$ cat src/hw/rtl/xsc_pkg.sv
// ----------------------------------------------------------------------------
// xsc_pkg: shared types and constants of the XMODEM sender control
// Event codes passed from the classifier to the sequencer, phase codes,
// action and error codes, protocol characters and register defaults.
// ----------------------------------------------------------------------------
`timescale 1ns / 1ps

package xsc_pkg;

  // Request kinds on the input stream
  localparam logic [2:0] REQ_BYTE  = 3'd0;
  localparam logic [2:0] REQ_TICK  = 3'd1;
  localparam logic [2:0] REQ_FRAME = 3'd2;
  localparam logic [2:0] REQ_EOF   = 3'd3;
  localparam logic [2:0] REQ_ABORT = 3'd4;

  // Protocol characters
  localparam logic [7:0] CH_ACK      = 8'h06;
  localparam logic [7:0] CH_NAK      = 8'h15;
  localparam logic [7:0] CH_CAN      = 8'h18;
  localparam logic [7:0] CH_SYNC_CRC = 8'h43;
  localparam logic [7:0] CH_SYNC_WX  = 8'h57;

  // Block payload sizes
  localparam logic [10:0] SMALL_BLOCK = 11'd128;
  localparam logic [10:0] BIG_BLOCK   = 11'd1024;

  // Register indexes and reset values
  localparam logic [1:0] REG_LONG_BLOCKS  = 2'd0;
  localparam logic [1:0] REG_SYNC_TIMEOUT = 2'd1;
  localparam logic [1:0] REG_RESP_TIMEOUT = 2'd2;
  localparam logic [1:0] REG_RETRY_LIMIT  = 2'd3;

  localparam logic [15:0] SYNC_TIMEOUT_RST = 16'd6000;
  localparam logic [15:0] RESP_TIMEOUT_RST = 16'd1000;
  localparam logic [3:0]  RETRY_LIMIT_RST  = 4'd3;

  // Action codes on the result stream
  typedef enum logic [2:0] {
    ACT_NONE   = 3'd0,
    ACT_SEND   = 3'd1,
    ACT_RESEND = 3'd2,
    ACT_EOT    = 3'd3,
    ACT_CAN    = 3'd4,
    ACT_DONE   = 3'd5,
    ACT_FAIL   = 3'd6
  } action_e;

  // Error codes
  typedef enum logic [2:0] {
    ERR_NONE      = 3'd0,
    ERR_SYNC_TO   = 3'd1,
    ERR_WX_MODE   = 3'd2,
    ERR_RESP_TO   = 3'd3,
    ERR_REMOTE    = 3'd4,
    ERR_RETRIES   = 3'd5,
    ERR_EOT_ABORT = 3'd6
  } error_e;

  // Classified events
  typedef enum logic [3:0] {
    EV_NONE,
    EV_ACK,
    EV_NAK,
    EV_CAN,
    EV_SYNC_CRC,
    EV_SYNC_WX,
    EV_TICK,
    EV_FRAME,
    EV_EOF,
    EV_ABORT
  } event_e;

  typedef struct packed {
    event_e      kind;
    logic [10:0] frame_len;
  } event_t;

  // Sequencer phases, one-hot
  typedef enum logic [5:0] {
    PH_SYNC  = 6'b000001,
    PH_READY = 6'b000010,
    PH_RESP  = 6'b000100,
    PH_EOT   = 6'b001000,
    PH_DONE  = 6'b010000,
    PH_FAIL  = 6'b100000
  } phase_e;

  // Configuration bundle
  typedef struct packed {
    logic        long_blocks;
    logic [15:0] sync_timeout_ticks;
    logic [15:0] resp_timeout_ticks;
    logic [3:0]  retry_limit;
  } cfg_t;

endpackage

$ cat src/hw/rtl/xsc_front.sv
// ----------------------------------------------------------------------------
// xsc_front: request classifier
// Turns a request word into a compact event: decodes the request kind and,
// for received bytes, which protocol character arrived.
// ----------------------------------------------------------------------------
`timescale 1ns / 1ps

module xsc_front (
  input  logic [2:0]     req_type_i,
  input  logic [7:0]     rx_byte_i,
  input  logic [10:0]    frame_len_i,
  output xsc_pkg::event_t event_o
);

  xsc_pkg::event_e kind;

  // Decode request kind and received character
  always_comb begin
    kind = xsc_pkg::EV_NONE;
    case (req_type_i)
      xsc_pkg::REQ_BYTE: begin
        case (rx_byte_i)
          xsc_pkg::CH_ACK:      kind = xsc_pkg::EV_ACK;
          xsc_pkg::CH_NAK:      kind = xsc_pkg::EV_NAK;
          xsc_pkg::CH_CAN:      kind = xsc_pkg::EV_CAN;
          xsc_pkg::CH_SYNC_CRC: kind = xsc_pkg::EV_SYNC_CRC;
          xsc_pkg::CH_SYNC_WX:  kind = xsc_pkg::EV_SYNC_WX;
          default:              kind = xsc_pkg::EV_NONE;
        endcase
      end
      xsc_pkg::REQ_TICK:  kind = xsc_pkg::EV_TICK;
      xsc_pkg::REQ_FRAME: kind = xsc_pkg::EV_FRAME;
      xsc_pkg::REQ_EOF:   kind = xsc_pkg::EV_EOF;
      xsc_pkg::REQ_ABORT: kind = xsc_pkg::EV_ABORT;
      default:            kind = xsc_pkg::EV_NONE;
    endcase
  end

  assign event_o.kind      = kind;
  assign event_o.frame_len = frame_len_i;

endmodule

$ cat src/hw/rtl/xsc_queue.sv
// ----------------------------------------------------------------------------
// xsc_queue: event queue
// Small first-in first-out buffer between classifier and sequencer.
// Push and pop may happen in the same cycle.
// ----------------------------------------------------------------------------
`timescale 1ns / 1ps

module xsc_queue #(
  parameter int Width = 15,
  parameter int Depth = 2
) (
  input  logic             clk_i,
  input  logic             rst_ni,
  input  logic             push_i,
  input  logic [Width-1:0] wdata_i,
  output logic             full_o,
  input  logic             pop_i,
  output logic [Width-1:0] rdata_o,
  output logic             empty_o
);

  localparam int PtrW = (Depth > 1) ? $clog2(Depth) : 1;
  localparam int CntW = $clog2(Depth + 1);
  localparam logic [PtrW-1:0] LastPtr = PtrW'(Depth - 1);
  localparam logic [CntW-1:0] FullCnt = CntW'(Depth);

  logic [Width-1:0] mem_q [Depth];
  logic [PtrW-1:0]  wr_ptr_q, wr_ptr_d;
  logic [PtrW-1:0]  rd_ptr_q, rd_ptr_d;
  logic [CntW-1:0]  count_q, count_d;
  logic             do_push, do_pop;

  assign full_o  = (count_q == FullCnt);
  assign empty_o = (count_q == '0);
  assign do_push = push_i && !full_o;
  assign do_pop  = pop_i && !empty_o;
  assign rdata_o = mem_q[rd_ptr_q];

  // Pointer and fill level update
  always_comb begin
    wr_ptr_d = wr_ptr_q;
    rd_ptr_d = rd_ptr_q;
    count_d  = count_q;
    if (do_push) begin
      wr_ptr_d = (wr_ptr_q == LastPtr) ? '0 : wr_ptr_q + 1'b1;
    end
    if (do_pop) begin
      rd_ptr_d = (rd_ptr_q == LastPtr) ? '0 : rd_ptr_q + 1'b1;
    end
    if (do_push && !do_pop) begin
      count_d = count_q + 1'b1;
    end else if (!do_push && do_pop) begin
      count_d = count_q - 1'b1;
    end
  end

  always_ff @(posedge clk_i or negedge rst_ni) begin
    if (!rst_ni) begin
      wr_ptr_q <= '0;
      rd_ptr_q <= '0;
      count_q  <= '0;
    end else begin
      wr_ptr_q <= wr_ptr_d;
      rd_ptr_q <= rd_ptr_d;
      count_q  <= count_d;
    end
  end

  // Entry storage
  always_ff @(posedge clk_i) begin
    if (do_push) begin
      mem_q[wr_ptr_q] <= wdata_i;
    end
  end

endmodule

$ cat src/hw/rtl/xsc_back.sv
// ----------------------------------------------------------------------------
// xsc_back: transfer sequencer
// Executes one event per cycle unless the result stalls, against the transfer
// state (phase, timers, retries, sequence number) and registers its result.
// ----------------------------------------------------------------------------
`timescale 1ns / 1ps

module xsc_back (
  input  logic            clk_i,
  input  logic            rst_ni,
  input  xsc_pkg::cfg_t   cfg_i,
  input  xsc_pkg::event_t event_i,
  input  logic            event_valid_i,
  output logic            event_pop_o,
  output logic            res_valid_o,
  input  logic            res_ready_i,
  output logic [2:0]      action_o,
  output logic [7:0]      frame_number_o,
  output logic [10:0]     block_bytes_o,
  output logic            big_block_o,
  output logic            use_crc_o,
  output logic [2:0]      error_code_o,
  output logic            ready_for_frame_o
);

  xsc_pkg::phase_e phase_q, phase_d;
  logic [15:0] tick_q, tick_d;
  logic [3:0]  tries_q, tries_d;
  logic [7:0]  seq_q, seq_d;
  logic        crc_q, crc_d;
  logic [10:0] len_q, len_d;
  logic        big_q, big_d;

  xsc_pkg::action_e act;
  xsc_pkg::error_e  err;
  logic [3:0]       limit;
  logic [10:0]      cap;
  logic             pop;

  logic        res_valid_q, res_valid_d;
  logic [2:0]  action_q;
  logic [7:0]  frame_number_q;
  logic [10:0] block_bytes_q;
  logic        big_block_q;
  logic        use_crc_q;
  logic [2:0]  error_code_q;
  logic        ready_q;

  // Take an event whenever the result register is free or draining
  assign pop         = event_valid_i && (!res_valid_q || res_ready_i);
  assign event_pop_o = pop;

  assign limit = (cfg_i.retry_limit == 4'd0) ? 4'd1 : cfg_i.retry_limit;
  assign cap   = cfg_i.long_blocks ? xsc_pkg::BIG_BLOCK : xsc_pkg::SMALL_BLOCK;

  // Next-state and result decision
  always_comb begin
    phase_d = phase_q;
    tick_d  = tick_q;
    tries_d = tries_q;
    seq_d   = seq_q;
    crc_d   = crc_q;
    len_d   = len_q;
    big_d   = big_q;
    act     = xsc_pkg::ACT_NONE;
    err     = xsc_pkg::ERR_NONE;
    if (pop) begin
      if (event_i.kind == xsc_pkg::EV_ABORT) begin
        if (phase_q != xsc_pkg::PH_DONE && phase_q != xsc_pkg::PH_FAIL) begin
          act     = xsc_pkg::ACT_CAN;
          err     = xsc_pkg::ERR_EOT_ABORT;
          phase_d = xsc_pkg::PH_FAIL;
        end
      end else begin
        case (phase_q)
          xsc_pkg::PH_SYNC: begin
            case (event_i.kind)
              xsc_pkg::EV_SYNC_CRC: begin
                crc_d   = 1'b1;
                phase_d = xsc_pkg::PH_READY;
              end
              xsc_pkg::EV_NAK: begin
                crc_d   = 1'b0;
                phase_d = xsc_pkg::PH_READY;
              end
              xsc_pkg::EV_SYNC_WX: begin
                act     = xsc_pkg::ACT_FAIL;
                err     = xsc_pkg::ERR_WX_MODE;
                phase_d = xsc_pkg::PH_FAIL;
              end
              xsc_pkg::EV_TICK: begin
                if (tick_q >= cfg_i.sync_timeout_ticks) begin
                  act     = xsc_pkg::ACT_FAIL;
                  err     = xsc_pkg::ERR_SYNC_TO;
                  phase_d = xsc_pkg::PH_FAIL;
                end else begin
                  tick_d = tick_q + 16'd1;
                end
              end
              default: ;
            endcase
          end
          xsc_pkg::PH_READY: begin
            case (event_i.kind)
              xsc_pkg::EV_FRAME: begin
                big_d   = cfg_i.long_blocks;
                len_d   = (event_i.frame_len < cap) ? event_i.frame_len : cap;
                tries_d = 4'd1;
                tick_d  = '0;
                act     = xsc_pkg::ACT_SEND;
                phase_d = xsc_pkg::PH_RESP;
              end
              xsc_pkg::EV_EOF: begin
                tick_d  = '0;
                act     = xsc_pkg::ACT_EOT;
                phase_d = xsc_pkg::PH_EOT;
              end
              default: ;
            endcase
          end
          xsc_pkg::PH_RESP: begin
            case (event_i.kind)
              xsc_pkg::EV_ACK: begin
                seq_d   = seq_q + 8'd1;
                phase_d = xsc_pkg::PH_READY;
              end
              xsc_pkg::EV_NAK: begin
                if (tries_q < limit) begin
                  tries_d = tries_q + 4'd1;
                  tick_d  = '0;
                  act     = xsc_pkg::ACT_RESEND;
                end else begin
                  act     = xsc_pkg::ACT_FAIL;
                  err     = xsc_pkg::ERR_RETRIES;
                  phase_d = xsc_pkg::PH_FAIL;
                end
              end
              xsc_pkg::EV_CAN: begin
                act     = xsc_pkg::ACT_FAIL;
                err     = xsc_pkg::ERR_REMOTE;
                phase_d = xsc_pkg::PH_FAIL;
              end
              xsc_pkg::EV_TICK: begin
                if (tick_q >= cfg_i.resp_timeout_ticks) begin
                  act     = xsc_pkg::ACT_FAIL;
                  err     = xsc_pkg::ERR_RESP_TO;
                  phase_d = xsc_pkg::PH_FAIL;
                end else begin
                  tick_d = tick_q + 16'd1;
                end
              end
              default: ;
            endcase
          end
          xsc_pkg::PH_EOT: begin
            case (event_i.kind)
              xsc_pkg::EV_ACK: begin
                act     = xsc_pkg::ACT_DONE;
                phase_d = xsc_pkg::PH_DONE;
              end
              xsc_pkg::EV_TICK: begin
                if (tick_q >= cfg_i.resp_timeout_ticks) begin
                  act     = xsc_pkg::ACT_FAIL;
                  err     = xsc_pkg::ERR_EOT_ABORT;
                  phase_d = xsc_pkg::PH_FAIL;
                end else begin
                  tick_d = tick_q + 16'd1;
                end
              end
              default: ;
            endcase
          end
          // done and failed are terminal
          default: ;
        endcase
      end
    end
  end

  // Transfer state
  always_ff @(posedge clk_i or negedge rst_ni) begin
    if (!rst_ni) begin
      phase_q <= xsc_pkg::PH_SYNC;
      tick_q  <= '0;
      tries_q <= '0;
      seq_q   <= 8'd1;
      crc_q   <= 1'b1;
      len_q   <= '0;
      big_q   <= 1'b0;
    end else begin
      phase_q <= phase_d;
      tick_q  <= tick_d;
      tries_q <= tries_d;
      seq_q   <= seq_d;
      crc_q   <= crc_d;
      len_q   <= len_d;
      big_q   <= big_d;
    end
  end

  // Result register
  assign res_valid_d = pop ? 1'b1 : (res_ready_i ? 1'b0 : res_valid_q);

  always_ff @(posedge clk_i or negedge rst_ni) begin
    if (!rst_ni) begin
      res_valid_q <= 1'b0;
    end else begin
      res_valid_q <= res_valid_d;
    end
  end

  always_ff @(posedge clk_i) begin
    if (pop) begin
      action_q       <= act;
      frame_number_q <= seq_d;
      block_bytes_q  <= len_d;
      big_block_q    <= big_d;
      use_crc_q      <= crc_d;
      error_code_q   <= err;
      ready_q        <= (phase_d == xsc_pkg::PH_READY);
    end
  end

  assign res_valid_o       = res_valid_q;
  assign action_o          = action_q;
  assign frame_number_o    = frame_number_q;
  assign block_bytes_o     = block_bytes_q;
  assign big_block_o       = big_block_q;
  assign use_crc_o         = use_crc_q;
  assign error_code_o      = error_code_q;
  assign ready_for_frame_o = ready_q;

endmodule

$ cat src/hw/rtl/xmodem_sender_control_top.sv
// ----------------------------------------------------------------------------
// xmodem_sender_control_top: XMODEM sender control
// Sequences the sending side of an XMODEM / XMODEM-1k transfer: sync,
// frame send and resend, EOT and cancel commands.
// ----------------------------------------------------------------------------
// Channel   Dir  Handshake              Content
// s_axis    in   tvalid/tready          tuser: req_type; tdata: rx_byte, frame_len
// m_axis    out  tvalid/tready          tuser: action; tdata: result fields
// cfg       in   cfg_we_i               cfg_idx_i selects register, cfg_wdata_i
//
// One word in per cycle while the queue has room, one result word out per
// input word. Each word is classified on entry, queued, and executed by the
// sequencer; its result appears on m_axis the cycle after it leaves the queue.
// The queue (QUEUE_DEPTH words) lets input continue while a result stalls.
// Reset is asynchronous, active low; no clearing pass is needed.
// ----------------------------------------------------------------------------
`timescale 1ns / 1ps

module xmodem_sender_control_top #(
  parameter int QUEUE_DEPTH = 2
) (
  input  logic        clk_i,
  input  logic        rst_ni,
  // input stream
  input  logic        s_axis_tvalid,
  output logic        s_axis_tready,
  input  logic [23:0] s_axis_tdata,  // [7:0] rx_byte, [18:8] frame_len, zero pad
  input  logic [2:0]  s_axis_tuser,  // [2:0] req_type
  // result stream
  output logic        m_axis_tvalid,
  input  logic        m_axis_tready,
  output logic [31:0] m_axis_tdata,  // [7:0] frame_number, [18:8] block_bytes,
                                     // [19] big_block, [20] use_crc,
                                     // [23:21] error_code, [24] ready_for_frame
  output logic [2:0]  m_axis_tuser,  // [2:0] action
  // configuration writes
  input  logic        cfg_we_i,
  input  logic [1:0]  cfg_idx_i,
  input  logic [15:0] cfg_wdata_i
);

  localparam int EvW = $bits(xsc_pkg::event_t);

  xsc_pkg::cfg_t   cfg_q;
  xsc_pkg::event_t ev_in, ev_out;
  logic [EvW-1:0]  ev_out_bits;
  logic            q_full, q_empty, q_pop;

  logic [7:0]  frame_number;
  logic [10:0] block_bytes;
  logic        big_block, use_crc, ready_for_frame;
  logic [2:0]  error_code;

  // Configuration registers
  always_ff @(posedge clk_i or negedge rst_ni) begin
    if (!rst_ni) begin
      cfg_q.long_blocks        <= 1'b0;
      cfg_q.sync_timeout_ticks <= xsc_pkg::SYNC_TIMEOUT_RST;
      cfg_q.resp_timeout_ticks <= xsc_pkg::RESP_TIMEOUT_RST;
      cfg_q.retry_limit        <= xsc_pkg::RETRY_LIMIT_RST;
    end else if (cfg_we_i) begin
      case (cfg_idx_i)
        xsc_pkg::REG_LONG_BLOCKS:  cfg_q.long_blocks        <= cfg_wdata_i[0];
        xsc_pkg::REG_SYNC_TIMEOUT: cfg_q.sync_timeout_ticks <= cfg_wdata_i;
        xsc_pkg::REG_RESP_TIMEOUT: cfg_q.resp_timeout_ticks <= cfg_wdata_i;
        xsc_pkg::REG_RETRY_LIMIT:  cfg_q.retry_limit        <= cfg_wdata_i[3:0];
        default: ;
      endcase
    end
  end

  // Front: classify incoming words
  xsc_front u_front (
    .req_type_i  (s_axis_tuser),
    .rx_byte_i   (s_axis_tdata[7:0]),
    .frame_len_i (s_axis_tdata[18:8]),
    .event_o     (ev_in)
  );

  assign s_axis_tready = !q_full;

  // Event queue
  xsc_queue #(
    .Width (EvW),
    .Depth (QUEUE_DEPTH)
  ) u_queue (
    .clk_i   (clk_i),
    .rst_ni  (rst_ni),
    .push_i  (s_axis_tvalid),
    .wdata_i (ev_in),
    .full_o  (q_full),
    .pop_i   (q_pop),
    .rdata_o (ev_out_bits),
    .empty_o (q_empty)
  );

  assign ev_out = xsc_pkg::event_t'(ev_out_bits);

  // Back: sequencer and result register
  xsc_back u_back (
    .clk_i             (clk_i),
    .rst_ni            (rst_ni),
    .cfg_i             (cfg_q),
    .event_i           (ev_out),
    .event_valid_i     (!q_empty),
    .event_pop_o       (q_pop),
    .res_valid_o       (m_axis_tvalid),
    .res_ready_i       (m_axis_tready),
    .action_o          (m_axis_tuser),
    .frame_number_o    (frame_number),
    .block_bytes_o     (block_bytes),
    .big_block_o       (big_block),
    .use_crc_o         (use_crc),
    .error_code_o      (error_code),
    .ready_for_frame_o (ready_for_frame)
  );

  assign m_axis_tdata = {7'd0, ready_for_frame, error_code, use_crc, big_block,
                         block_bytes, frame_number};

endmodule

$ cat config.mk
export PLATFORM = sky130hd
export DESIGN_NAME = xmodem_sender_control_top
export DESIGN_NICKNAME = d
export VERILOG_FILES = /design/src/hw/rtl/xsc_pkg.sv /design/src/hw/rtl/xsc_front.sv /design/src/hw/rtl/xsc_queue.sv /design/src/hw/rtl/xsc_back.sv /design/src/hw/rtl/xmodem_sender_control_top.sv
export SDC_FILE = /design/constraint.sdc
export NUM_CORES = 1
export LEC_CHECK = 0
export BUFFER_PORTS_ARGS = -buffer_cell sky130_fd_sc_hd__buf_4
export CAP_MARGIN = 25
export CELL_PAD_IN_SITES_DETAIL_PLACEMENT = 1
export CELL_PAD_IN_SITES_GLOBAL_PLACEMENT = 2
export CORE_MARGIN = 1.5
export CORE_UTILIZATION = 39
export DETAILED_ROUTE_END_ITERATION = 8
export PLACE_DENSITY_LB_ADDON = 0.1
export SLEW_MARGIN = 40
export SYNTH_ARGS = -nofsm -noshare
export SYNTH_HDL_FRONTEND = slang
export SYNTH_SLANG_ARGS = --single-unit
$ cat constraint.sdc
create_clock -name clk_i -period 3.8 [get_ports clk_i]
set_input_delay 0.19 -clock clk_i [delete_from_list [all_inputs] [get_ports clk_i]]
set_output_delay 0.19 -clock clk_i [all_outputs]
set_load 0.03 [all_outputs]
-- After elaboration in Yosys (flattened, before gate mapping)
Memory sizes are Yosys's and may differ from the RTL's.
Index checks and enable logic that the tools add are counted.
- register bits after elaboration: 117
- bits in writable memories: 30
- logic and storage cells: 172
- memories: 1
- memories (name ; words ; width ; rd ports ; clocked after memory_dff ; write ports ; RTL line ; source):
    u_queue.mem_q ; 2 ; 15 ; 1 ; 0 ; 1 ; xsc_queue.sv:27 ; logic [Width-1:0] mem_q [Depth];
- add/subtract/negate cells: 7
- magnitude comparators: 4
- equal/unequal tests: 38
- mux-type cells: 71
- bitwise gates (word level): 1
- reduce and logical (&&, ||, !) cells: 28
- operators with widths (kind ; number):
    $mux W16 ; 6
    $mux W11 ; 6
    $pmux W16 S4 ; 1
    $pmux W6 S4 ; 2
    $mux W6 ; 6
    $ge A16 B16 Y1 ; 2
    $mux W8 ; 4
    $pmux W16 S2 ; 1
    $mux W3 ; 9
    $pmux W3 S3 ; 3
    $pmux W6 S2 ; 2
    $pmux W4 S5 ; 1
    $pmux W3 S2 ; 3
    $pmux W6 S3 ; 1
    $add A16 B1 Y16 const B ; 1
    $eq A4 B3 Y1 const B ; 4
    $eq A8 B5 Y1 const B ; 2
    $eq A8 B7 Y1 const B ; 2
    $mux W4 ; 4
    $pmux W3 S5 ; 1
    $mux W1 ; 14
    $eq A6 B2 Y1 const B ; 2
    $pmux W3 S4 ; 1
    $lt A11 B11 Y1 ; 1
    other kinds (40) ; 70

-- Longest topological paths before layout
Gate-level depths: netlist of the first run.
- depth after elaboration: 9
- mapped depth: 10
- depth with buffers taken out: 9

-- Modules after synthesis
A second synthesis of the first run with hierarchy kept.
- cells, all modules: 695
- area, all modules: 7891.3 µm²
- modules (own cells, without submodules) (module ; instances ; cells each ; area each (µm²) ; seq. area each (µm²)):
    xsc_back ; 1 ; 502 ; 4718.3 ; 2045.7
    xmodem_sender_control_top ; 1 ; 93 ; 1597.8 ; 944.7
    xsc_queue ; 1 ; 66 ; 1331.3 ; 1001.0
    xsc_front ; 1 ; 34 ; 244.0 ; 0.0

-- Worst setup path after synthesis of the first run
No wires, ideal clock.
- kind: register to register
- from: register cfg_q[32] in the netlist's numbering
- to: register u_back.ready_q, in the netlist u_back.ready_for_frame_o (data pin)
- library setup time: 0.169 ns
- arrival time: 2.650 ns
- data required time: 3.631 ns
- setup slack: 0.981 ns
- cell stages (with the launch flop): 10
- path buffers: 0
- clock period less this slack: 2.819 ns
- path through: dfstp_2 inv_1 ha_1 nand4_1 or4_1 o32a_1 a31oi_2 o22ai_1 o41a_1 nor4b_2
- word-level cells in the longest chain between the ends: 7
- RTL lines (item ; RTL line ; source):
    start: declaration ; xmodem_sender_control_top.sv:44 ; xsc_pkg::cfg_t cfg_q;
    $ge A16 B16 Y1 ; xsc_back.sv:92 ; if (tick_q >= cfg_i.sync_timeout_ticks) begin
    $mux W6 ; xsc_back.sv:92 ;
    $pmux W6 S3 ; xsc_back.sv:77 ; case (event_i.kind)
    $pmux W6 S4 ; xsc_back.sv:75 ; case (phase_q)
    $mux W6 ; xsc_back.sv:68 ; if (event_i.kind == xsc_pkg::EV_ABORT) begin
    $mux W6 ; xsc_back.sv:67 ; if (pop) begin
    named net u_back.phase_d[0] ; xsc_back.sv:26 ; xsc_pkg::phase_e phase_q, phase_d;
    $eq A6 B2 Y1 ; xsc_back.sv:220 ; ready_q <= (phase_d == xsc_pkg::PH_READY);
    end signal: assignment ; xsc_back.sv:220 ;
    end: declaration ; xsc_back.sv:47 ; logic ready_q;
The timed path passes the listed nets, and every way through them passes these cells.
A chain may end at the register's enable or synchronous reset.

-- Final worst setup path of the first run
- from: register u_back.tick_q[0]
- to: register u_back.tick_q[14]
- word-level cells in the longest chain between the ends: 4
- elaborated cells between the ends (all ways): 11
- classes of those cells: add/sub: 1; order compare: 2; eq/ne: 1; mux: 6; reduce/logical: 1
- RTL lines (item ; RTL line ; source):
    start: declaration ; xsc_back.sv:27 ; logic [15:0] tick_q, tick_d;
    start signal: assignment ; xsc_back.sv:192 ; tick_q <= tick_d;
    $add A16 B1 Y16 / $ge A16 B16 Y1 (equally long branches) ; - ;
    $mux W16, on equally long branches ; xsc_back.sv:144, xsc_back.sv:162, xsc_back.sv:92 ;
    $pmux W16 S2 (tied with other cells) ; xsc_back.sv:122 ; case (event_i.kind)
    $pmux W16 S4 ; xsc_back.sv:75 ;
Parallel ways exist; a longest one is shown, timed or not. The select of a mux whose other input is x is not followed.

==> results_dict.tcl, run 1 <==
set metrics [dict create \
    yosysWarnings 0 \
    fin_skew_ns 0.00731 \
    area_growth_pct 21.9 \
    whs_ns 0.0152 \
    via_count 5614 \
    clock-root-buffer "clkbuf_16" \
    place_inst 992 \
    internal-power_mw 3.53 \
    crit_arrival_ns 3.61 \
    netlist.top_cell.by_area "dfrtp_1" \
    grt-ovfl-total 0 \
    leakage_nw 4.06 \
    synth_xor_area_share_pct 1.84 \
    synth_seq_cells 147 \
    grt.total_usage_pct 20.0 \
    power_density_mw_per_mm2 569 \
    ios 87 \
    grt_max_degree 45 \
    clock_latency_ns 0.43 \
    syn_inst 663 \
    dieHeight_um 143 \
    synth_compound_area_share_pct 13.4 \
    relSlewSlack_pct 48.5 \
    grt_pass1_vias 6013 \
    critical_path.startpoint_type "flop" \
    cts_inserted_buffers 17 \
    min_period_ns 3.26 \
    drt_wl_total_mm 19.1 \
    pwr-share-seq_pct 41.8 \
    gp_congestion 0.801 \
    ir_worst_vdd_uv 345 \
    power_mw 5.29 \
    cts_tree "yes" \
    sw_frac_of_total_pct 33.2 \
    grt_first_pass_wirelength_mm 31.3 \
    cts_max_path_buffers 2 \
    numPortBuffers 74 \
    placed_area_mm2 0.00847 \
    clock_sinks 147 \
    dieWidth_um 143 \
    finalHoldViolCount 0 \
    dp.final_hpwl_mm 13.8 \
    yosys.area.top_type_share_pct 23.3 \
    cts_resized 0 \
    drive_gt1_share_pct 24.6 \
    use_met3_pct 3.29 \
    synth_simple_gate_area_share_pct 14.1 \
    viasPerCell 5.37 \
    drtAntennaViolNets 0 \
    path_clk_slew_ns 0.06 \
    start_util_pct 40.2 \
    num-nets-final 862 \
    synth-main-ff-cell "dfrtp_1" \
    worst_slew_pin_slew_ns 0.762 \
    yosysSeqAreaShare_pct 52.4 \
    async_reset_ff_share_pct 60.5 \
    max_cap_viol_count 0 \
    dieArea_mm2 0.0204 \
    synth.area.mux_share_pct 7.47 \
    final_area_mm2 0.00930 \
    r2r_cells 9 \
    worstPathRequired_ns 4.15 \
    synth_area_mm2 0.00762 \
    setup_violations 0 \
    h-tree-depth 4 \
    p_comb_share_pct 25.2 \
    tns_ns 0 \
    status "finished clean" \
    row_count 50 \
    stdcell_count 1045 \
    period_share_pct 85.8 \
    path_class "reg -> reg" \
    rsz0062_at_grt "false" \
    antenna_found_initial 0 \
    use_met1_pct 26.7 \
    cp-end-kind "flop" \
    drt-initial-drc-count 191 \
    pre_cts_ws_ns 0.554 \
    grt_use_met2_pct 32.9 \
    p_sw_mw 1.76 \
    maxSlewViolCount 0 \
    utilization_pct 49.0 \
    wl_per_cell_um 18.3 \
    post-route-worst-setup-slack_ns 0.538 \
    synth_edf_count 58 \
    synth_top_family_by_area "simple AND/OR/NAND/NOR gates" \
    clkPwrFrac_pct 33.0 \
    synthDistinctLibCells 82 \
    ys_top_cells_by_area "dfrtp_1, edfxtp_1, ha_1" \
    hold_path_class "in -> reg" \
    diodes 0 \
    drc 0 \
    gr-max-usage-layer "met2" \
    core_area_mm2 0.0190 \
    synth_fa_ha_area_share_pct 6.56 \
    holdPathStages 2 \
    crit_fanout 18 \
    synth.avg_cell_area_um2 11.5 \
    fmax_ghz 0.307 \
    drtPass1Iterations 4 \
    r2r_slack_ns 0.54 \
]
## kinds of logic after synthesis
kind of cell             count (synthesis)
AND/OR/NAND/NOR                        189
AO/OA/AOI/OAI                          147
flip-flops                             147
buffers and inverters                   71
multiplexers                            52
adder cells (fa/ha/maj)                 40
XOR/XNOR                                16
other                                    1
## what timing repair did
| action | CTS | global route |
|---|---|---|
| buffers inserted | 0 | 0 |
| hold endpoints to repair | 50 | 0 |
| hold buffers | 21 | 0 |
## worst paths after layout
kind                                               from                       endpoint
setup reg to reg           u_back.tick_q[0]$_DFFE_PN0P_  u_back.tick_q[14]$_DFFE_PN0P_
hold reg to reg               u_back.seq_q[7]$_DFF_PN0_      u_back.seq_q[7]$_DFF_PN0_
min in group asynchronous                        rst_ni      u_back.seq_q[3]$_DFF_PN0_
setup / recovery           u_back.tick_q[0]$_DFFE_PN0P_  u_back.tick_q[14]$_DFFE_PN0P_
hold / removal                           cfg_wdata_i[4]           cfg_q[8]$_DFFE_PN0P_
max in group asynchronous                        rst_ni   u_back.tick_q[2]$_DFFE_PN0P_
## cell type report
| cell class | count | area [um^2] |
|---|---|---|
| multi-input combinational | 451 | 3330 |
| fill | 2059 | 9660 |
| clock buffer | 17 | 425 |
| inverter | 48 | 180 |
| tap | 260 | 325 |
| sequential | 147 | 3990 |
| timing repair buffer | 107 | 856 |
| clock inverter | 15 | 188 |
## cell usage after synthesis, types with 3 or more instances
master / n
dfrtp_1: 71
edfxtp_1: 58
inv_1: 48
o21ai_0: 41
ha_1: 40
mux2_2: 39
nor2_1: 39
nand2_1: 38
a21oi_1: 29
dfstp_2: 18
nand3_1: 14
mux2i_1: 13
nand4_1: 13
xnor2_1: 12
and3_1: 11
buf_4: 11
a21o_1: 9
nor3_1: 9
or3_1: 9
or4_1: 9
nand2b_1: 8
o31ai_1: 8
nor3b_1: 6
a22o_1: 5
buf_2: 5
clkbuf_1: 5
nand3b_1: 5
o211ai_1: 5
and3b_1: 4
nor4b_1: 4
xor2_1: 4
a211oi_1: 3
a31oi_1: 3
and2_1: 3
o21a_1: 3
o21bai_1: 3
o22ai_1: 3
o41ai_1: 3
## layout by cell type, fill, tap and decap left out, drive strengths merged, types with 4 or more instances in the layout
cell         count
and3            11
dlygate4sd3     21
edfxtp          58
mux2i           13
a22o             5
o31ai            8
buf             86
clkbuf          17
a31oi            4
nand2b           8
ha              40
nand4           13
inv             57
nor4b            5
and3b            5
dfrtp           71
dfstp           18
xnor2           12
o211ai           5
conb             7
nand3b           5
nor3b            6
mux2            39
o22ai            4
nor2            40
xor2             4
o21ai           41
nand2           38
or4              9
nor3            10
a21o            10
nand3           14
a21oi           29
or3              9
## registers in the layout, indices dropped and copies added (netlist names)
register                  flops
u_back.crc_q                  1
u_back.phase_q                6
u_back.seq_q                  8
cfg_q                        37
u_back.tick_q                16
u_queue.rd_ptr_q              1
u_back.error_code_o           3
u_back.len_q                 11
u_back.action_o               3
u_queue.mem_q                30
u_back.use_crc_o              1
u_back.big_block_o            1
u_queue.wr_ptr_q              1
u_back.big_q                  1
u_back.ready_for_frame_o      1
u_back.block_bytes_o         11
u_back.frame_number_o         8
u_back.tries_q                4
u_queue.count_q               2
u_back.res_valid_o            1
## worst max-delay path: stages, from the launching register on
cell and delay, ns:
dfrtp_1 0.41, inv_1 0.14, ha_1 0.25, nand2b_1 0.16
a2111o_1 0.48, a311oi_4 0.40, o2bb2ai_2 0.27, nand4b_4 0.33
or4_1 0.59, a21oi_1 0.17
## layer usage
layer	share of wire [%]	routed length (um)
met1	48	9080
met2	47	9070
met3	3.1	587
met4	2.0	374
met5	0	0
## power by group through the flow
stage	Combinational, mW	Sequential [mW]	Clock, mW
2_1_floorplan	0.776	2.31	0
3_3_place_gp	1.29	2.22	0
3_5_place_dp	1.32	2.24	0
4_1_cts	1.35	2.21	1.80
5_1_grt	1.46	2.25	1.87
6_report	1.33	2.21	1.75
Power figures use the tool's default switching activity.
==> inputs of run 2 (changes only) <==
Settings changed: PLACE_DENSITY from default to 0.82, PLACE_DENSITY_LB_ADDON 0.1 to default.
==> results_dict.tcl, run 2 (synthesis gave the netlist of run 1 again) <==
set metrics [dict create \
    sw_frac_of_total_pct 34.0 \
    leakage_nw 4.07 \
    antenna_found_initial 0 \
    relSlewSlack_pct 51.5 \
    final_area_mm2 0.00932 \
    clock_sinks 147 \
    period_share_pct 85.3 \
    utilization_pct 49.2 \
    maxSlewViolCount 0 \
    r2r_cells 9 \
    grt_first_pass_wirelength_mm 31.0 \
    hp-start "cfg_wdata_i[5]" \
    drtPass1Iterations 5 \
    drtAntennaViolNets 0 \
    wl_per_cell_um 17.8 \
    stdcell_count 1044 \
    clock_latency_ns 0.43 \
    power_density_mw_per_mm2 566 \
    row_count 50 \
    place_inst 990 \
    viasPerCell 5.32 \
    h-tree-depth 4 \
    crit_fanout 18 \
    drt-initial-drc-count 235 \
    dieHeight_um 143 \
    area_growth_pct 22.2 \
    cts_inserted_buffers 17 \
    via_count 5552 \
    drt_wl_total_mm 18.6 \
    path_class "reg -> reg" \
    path_clk_slew_ns 0.07 \
    worstPathRequired_ns 4.15 \
    r2r_slack_ns 0.56 \
    setup_violations 0 \
    crit_arrival_ns 3.59 \
    ios 87 \
    num-nets-final 861 \
    grt-ovfl-total 0 \
    drc 0 \
    gp_congestion 0.842 \
    numPortBuffers 74 \
    clock-root-buffer "clkbuf_16" \
    top_regs "cfg_q x37, u_queue.mem_q x30, u_back.tick_q x16" \
    worst_slew_pin_slew_ns 0.728 \
    internal-power_mw 3.48 \
    post-route-worst-setup-slack_ns 0.559 \
    hold_path_class "in -> reg" \
    rsz0062_at_grt "false" \
    critical_path.startpoint_type "flop" \
    worstHoldEndpoint "cfg_q[25]$_DFFE_PN1P_" \
    final_cell_mix "buf_4, dfrtp_1, edfxtp_1" \
    cts_setup_buffers 0 \
    whs_ns 0.0167 \
    ir_worst_vdd_uv 367 \
    largest_register_ffs 37 \
    grt_pass1_vias 6034 \
    drive_gt1_share_pct 24.4 \
    cp-end-kind "flop" \
    diodes 0 \
    cts_max_path_buffers 2 \
    core_area_mm2 0.0190 \
    grt.total_usage_pct 19.6 \
    dieArea_mm2 0.0204 \
    fin_skew_ns 0.0127 \
    dp.final_hpwl_mm 13.6 \
    fmax_ghz 0.309 \
    status "finished clean" \
    finalHoldViolCount 0 \
    power_mw 5.28 \
    pre_cts_ws_ns 0.596 \
    r2r-start "u_back.tick_q[0]$_DFFE_PN0P_" \
    reg2reg_to "u_back.tick_q[6]$_DFFE_PN0P_" \
    clkPwrFrac_pct 33.1 \
    regMostFlops "cfg_q" \
    placed_area_mm2 0.00846 \
    min_period_ns 3.24 \
    layout_commonest_cell "buf_4" \
    grt_max_degree 61 \
    max_cap_viol_count 0 \
    pwr-share-seq_pct 41.6 \
    p_sw_mw 1.79 \
    start_util_pct 40.2 \
    holdPathStages 2 \
    dieWidth_um 143 \
    p_comb_share_pct 25.3 \
    cts_tree "yes" \
    tns_ns 0 \
]
-- run 2: power by group through the flow --
| stage | combinational (mW) | clock (mW) | sequential [mW] |
|---|---|---|---|
| finish | 1.33 | 1.75 | 2.20 |
| global route | 1.46 | 1.84 | 2.24 |
| CTS | 1.35 | 1.79 | 2.20 |
| detailed placement | 1.32 | 0 | 2.23 |
| global placement | 1.28 | 0 | 2.20 |
| floorplan | 0.776 | 0 | 2.31 |
-- run 2: layout make-up --
class                           instances  area [um^2]
Tap cell                              260          325
Sequential cell                       147         3990
Fill cell                            2006         9640
Clock inverter                         15          210
Inverter                               48          180
Timing Repair Buffer                  106          855
Multi-Input combinational cell        451         3330
Clock buffer                           17          425
-- run 2: metal layers --
metal	vias to the layer above	track usage (%)	part of all wire (%)
met3	9	3.99	2.5
met4	0	3.96	0.60
li1	2674	-	-
met2	79	34.4	51
met5	-	0	0
met1	2790	24.9	46
-- run 2: how the worst max path moves through the flow --
stage                                            start                            endpoint  slack, ns  depth (start not counted)
after CTS                 u_back.tick_q[0]$_DFFE_PN0P_        u_back.tick_q[6]$_DFFE_PN0P_       0.57                          9
final                     u_back.tick_q[0]$_DFFE_PN0P_        u_back.tick_q[6]$_DFFE_PN0P_       0.56                          9
after detailed placement         cfg_q[32]$_DFFE_PN1P_  u_back.ready_for_frame_o$_DFFE_PP_       0.60                          9
after global routing      u_back.tick_q[0]$_DFFE_PN0P_        u_back.tick_q[6]$_DFFE_PN0P_       0.39                          9
after floorplan                  cfg_q[32]$_DFFE_PN1P_  u_back.ready_for_frame_o$_DFFE_PP_       0.98                          9
after global placement           cfg_q[32]$_DFFE_PN1P_  u_back.ready_for_frame_o$_DFFE_PP_       0.66                          9
-- run 2: worst max-delay path, stage by stage, from the launching register on --
cell and delay (ns):
dfrtp_1 0.42, inv_1 0.15, ha_1 0.24, nand2b_1 0.14, a2111oi_0 0.63, o32a_1 0.35
a31o_2 0.22, nand4b_4 0.26, or4_1 0.60, a21oi_1 0.16
-- run 2: what timing repair did --
item,4_1_cts,5_1_grt
resized for setup,0,0
setup endpoints to repair,0,0
hold buffers,22,0
hold endpoints to repair,84,0
==> inputs of run 3 (changes only) <==
Settings changed: ABC_AREA from default to 1, CORE_UTILIZATION 39 to 36, PLACE_DENSITY 0.82 to 0.83.
==> results_dict.tcl, run 3 <==
set metrics [dict create \
    power_mw 6.22 \
    cp-end-kind "flop" \
    dp.final_hpwl_mm 14.1 \
    viasPerCell 4.84 \
    holdPathStages 3 \
    drtAntennaViolNets 0 \
    period_share_pct 72.1 \
    grt_pass1_vias 6527 \
    status "finished clean" \
    layout_commonest_cell "nand2_1" \
    path_class "reg -> reg" \
    synth_area_mm2 0.00797 \
    pwr-share-seq_pct 37.2 \
    cts_inserted_buffers 17 \
    crit_arrival_ns 2.96 \
    final_cell_mix "nand2_1, inv_1, o21ai_0, buf_4, dfrtp_1" \
    ir_worst_vdd_uv 273 \
    num-nets-final 1099 \
    cts_max_path_buffers 2 \
    p_comb_share_pct 34.7 \
    top_regs "cfg_q x37, u_queue.mem_q x30, u_back.tick_q x16" \
    drt-initial-drc-count 232 \
    post-route-worst-setup-slack_ns 1.06 \
    synth_xor_area_share_pct 1.76 \
    fillers 2568 \
    cp.depth 11 \
    ff_latch_area_mm2 0.00399 \
    p_sw_mw 2.41 \
    place_inst 1252 \
    synth_compound_area_share_pct 10.1 \
    async_reset_ff_share_pct 60.5 \
    grt.total_usage_pct 18.3 \
    min_period_ns 2.74 \
    cts_hold_buf 18 \
    pre_cts_ws_ns 1.07 \
    netlist.top_cell.by_area "dfrtp_1" \
    largest_register_ffs 37 \
    whs_ns 0.0175 \
    critPathTopFamily "simple AND/OR/NAND/NOR gates" \
    drt_wl_total_mm 19.4 \
    synth_edf_count 58 \
    grt_max_degree 67 \
    synth.avg_cell_area_um2 8.78 \
    max_cap_viol_count 0 \
    numPortBuffers 74 \
    cp_cell_sequence "buf_4, inv_6, o21ai_2, nand2_1, nor2_1, inv_1, nor2_1, inv_1, nor2_2, nand2_1, o21ai_0" \
    ys_top_cells_by_count "nand2_1, inv_1, o21ai_0" \
    worstPathRequired_ns 4.02 \
    gp_congestion 0.809 \
    drc 0 \
    yosysWarnings 0 \
    critPathMaxStageDelay_ns 0.48 \
    multi_input_area_mm2 0.00331 \
    setup_violations 0 \
    synth_fa_ha_area_share_pct 6.28 \
    synth_top_family_by_area "simple AND/OR/NAND/NOR gates" \
    leakage_nw 4.64 \
    grt-ovfl-total 0 \
    worst_slew_pin_slew_ns 0.651 \
    drtPass1Iterations 4 \
    clock_latency_ns 0.43 \
    crit_fanout 14 \
    cts_setup_buffers 0 \
    hold_path_class "in -> reg" \
    critical_path.startpoint_type "flop" \
    power_density_mw_per_mm2 647 \
    relSlewSlack_pct 56.6 \
    wl_per_cell_um 14.9 \
    r2r_cells 11 \
    fin_skew_ns 0.0103 \
    finalHoldViolCount 0 \
    drive_gt1_share_pct 16.9 \
    clkPwrFrac_pct 28.1 \
    sw_frac_of_total_pct 38.6 \
    dieWidth_um 152 \
    fmax_ghz 0.365 \
    final_area_mm2 0.00962 \
    ys_top_cells_by_area "dfrtp_1, edfxtp_1, nand2_1" \
    stdcell_count 1302 \
    row_count 54 \
    synth-main-ff-cell "dfrtp_1" \
    clock-root-buffer "clkbuf_16" \
    post-synth-top-count-cell "nand2_1" \
    utilization_pct 44.2 \
    start_util_pct 36.6 \
    maxSlewViolCount 0 \
    h-tree-depth 4 \
    placed_area_mm2 0.00883 \
    crit_buf_inv 4 \
    area_growth_pct 20.7 \
    syn_inst 907 \
    tns_ns 0 \
    regMostFlops "cfg_q" \
    yosysSeqAreaShare_pct 50.1 \
    clock_sinks 147 \
    path_clk_slew_ns 0.07 \
    core_area_mm2 0.0218 \
    antenna_found_initial 0 \
    cts_tree "yes" \
    grt_first_pass_wirelength_mm 32.7 \
    via_count 6304 \
    cpMaxStageDelayCell "dfrtp_1" \
    cts_resized 0 \
    synthDistinctLibCells 58 \
    synth_simple_gate_area_share_pct 21.6 \
    rsz0062_at_grt "false" \
    synth.area.mux_share_pct 1.27 \
    dieArea_mm2 0.0230 \
    dieHeight_um 152 \
    yosys.area.top_type_share_pct 22.3 \
    internal-power_mw 3.82 \
    synth_seq_cells 147 \
    diodes 0 \
    ios 87 \
]
==> run 3: cell types whose count changed in the layout (fill, tap and decap cells not counted), sizes merged, moves of 6 or more <==
cell,previous run,this run
nand3,14,45
or4,9,0
nor2,40,64
nand2b,8,0
nand2,38,233
o31ai,8,0
mux2,39,1
a21oi,29,23
or3,9,0
a21o,10,1
inv,54,157
nand4,13,19
and3,11,1
o21ai,41,88
==> run 3: logic make-up after synthesis <==
family          count (synthesis)
compound gates                139
xor+xnor                       16
fa+ha+maj                      40
buf+inv                       172
flops                         147
mux                            10
other cells                     1
simple gates                  382
==> run 3: cell type report <==
type / count / share of cell area [%]
Multi-Input combinational cell: 594 / 34.4
Clock inverter: 15 / 1.95
Inverter: 151 / 5.96
Timing Repair Buffer: 98 / 8.15
Tap cell: 280 / 3.64
Sequential cell: 147 / 41.5
Clock buffer: 17 / 4.42
==> run 3: power groups by stage <==
| stage | Sequential (mW) | Clock, mW | Combinational [mW] |
|---|---|---|---|
| final | 2.31 | 1.75 | 2.16 |
| after global placement | 2.34 | 0 | 2.11 |
| after detailed placement | 2.35 | 0 | 2.16 |
| after CTS | 2.33 | 1.80 | 2.19 |
| after floorplan | 2.52 | 0 | 1.31 |
| after global routing | 2.37 | 1.85 | 2.46 |
==> run 3: path summary, 6_finish.rpt <==
kind / startpoint / to / slack, ns
max in group asynchronous: rst_ni / u_back.seq_q[0]$_DFF_PN1_ / 2.62
min: cfg_wdata_i[5] / cfg_q[9]$_DFFE_PN1P_ / 0.02
max reg2reg: u_queue.rd_ptr_q$_DFFE_PN0P_ / u_back.block_bytes_o[2]$_DFFE_PP_ / 1.06
min in group asynchronous: rst_ni / cfg_q[14]$_DFFE_PN0P_ / 0.34
min reg2reg: u_back.seq_q[7]$_DFF_PN0_ / u_back.seq_q[7]$_DFF_PN0_ / 0.48
max: u_queue.rd_ptr_q$_DFFE_PN0P_ / u_back.block_bytes_o[2]$_DFFE_PP_ / 1.06
==> run 3: worst register-to-register path, cell delays in order (launching register included) <==
cell and delay, ns:
dfrtp_1 0.48, buf_4 0.32, inv_6 0.10, o21ai_2 0.21, nand2_1 0.10, nor2_1 0.14, inv_1 0.11, nor2_1 0.10
inv_1 0.07, nor2_2 0.24, nand2_1 0.30, o21ai_0 0.37
==> run 3: per-layer routing <==
layer	share of wire [%]	vias to the layer above	routed length (um)	GRT usage, %
met5	0	-	0	0
met4	1.3	0	249	5.00
met3	2.6	18	505	3.05
met2	47	71	9120	29.8
met1	49	3046	9490	25.1
li1	-	3169	-	-
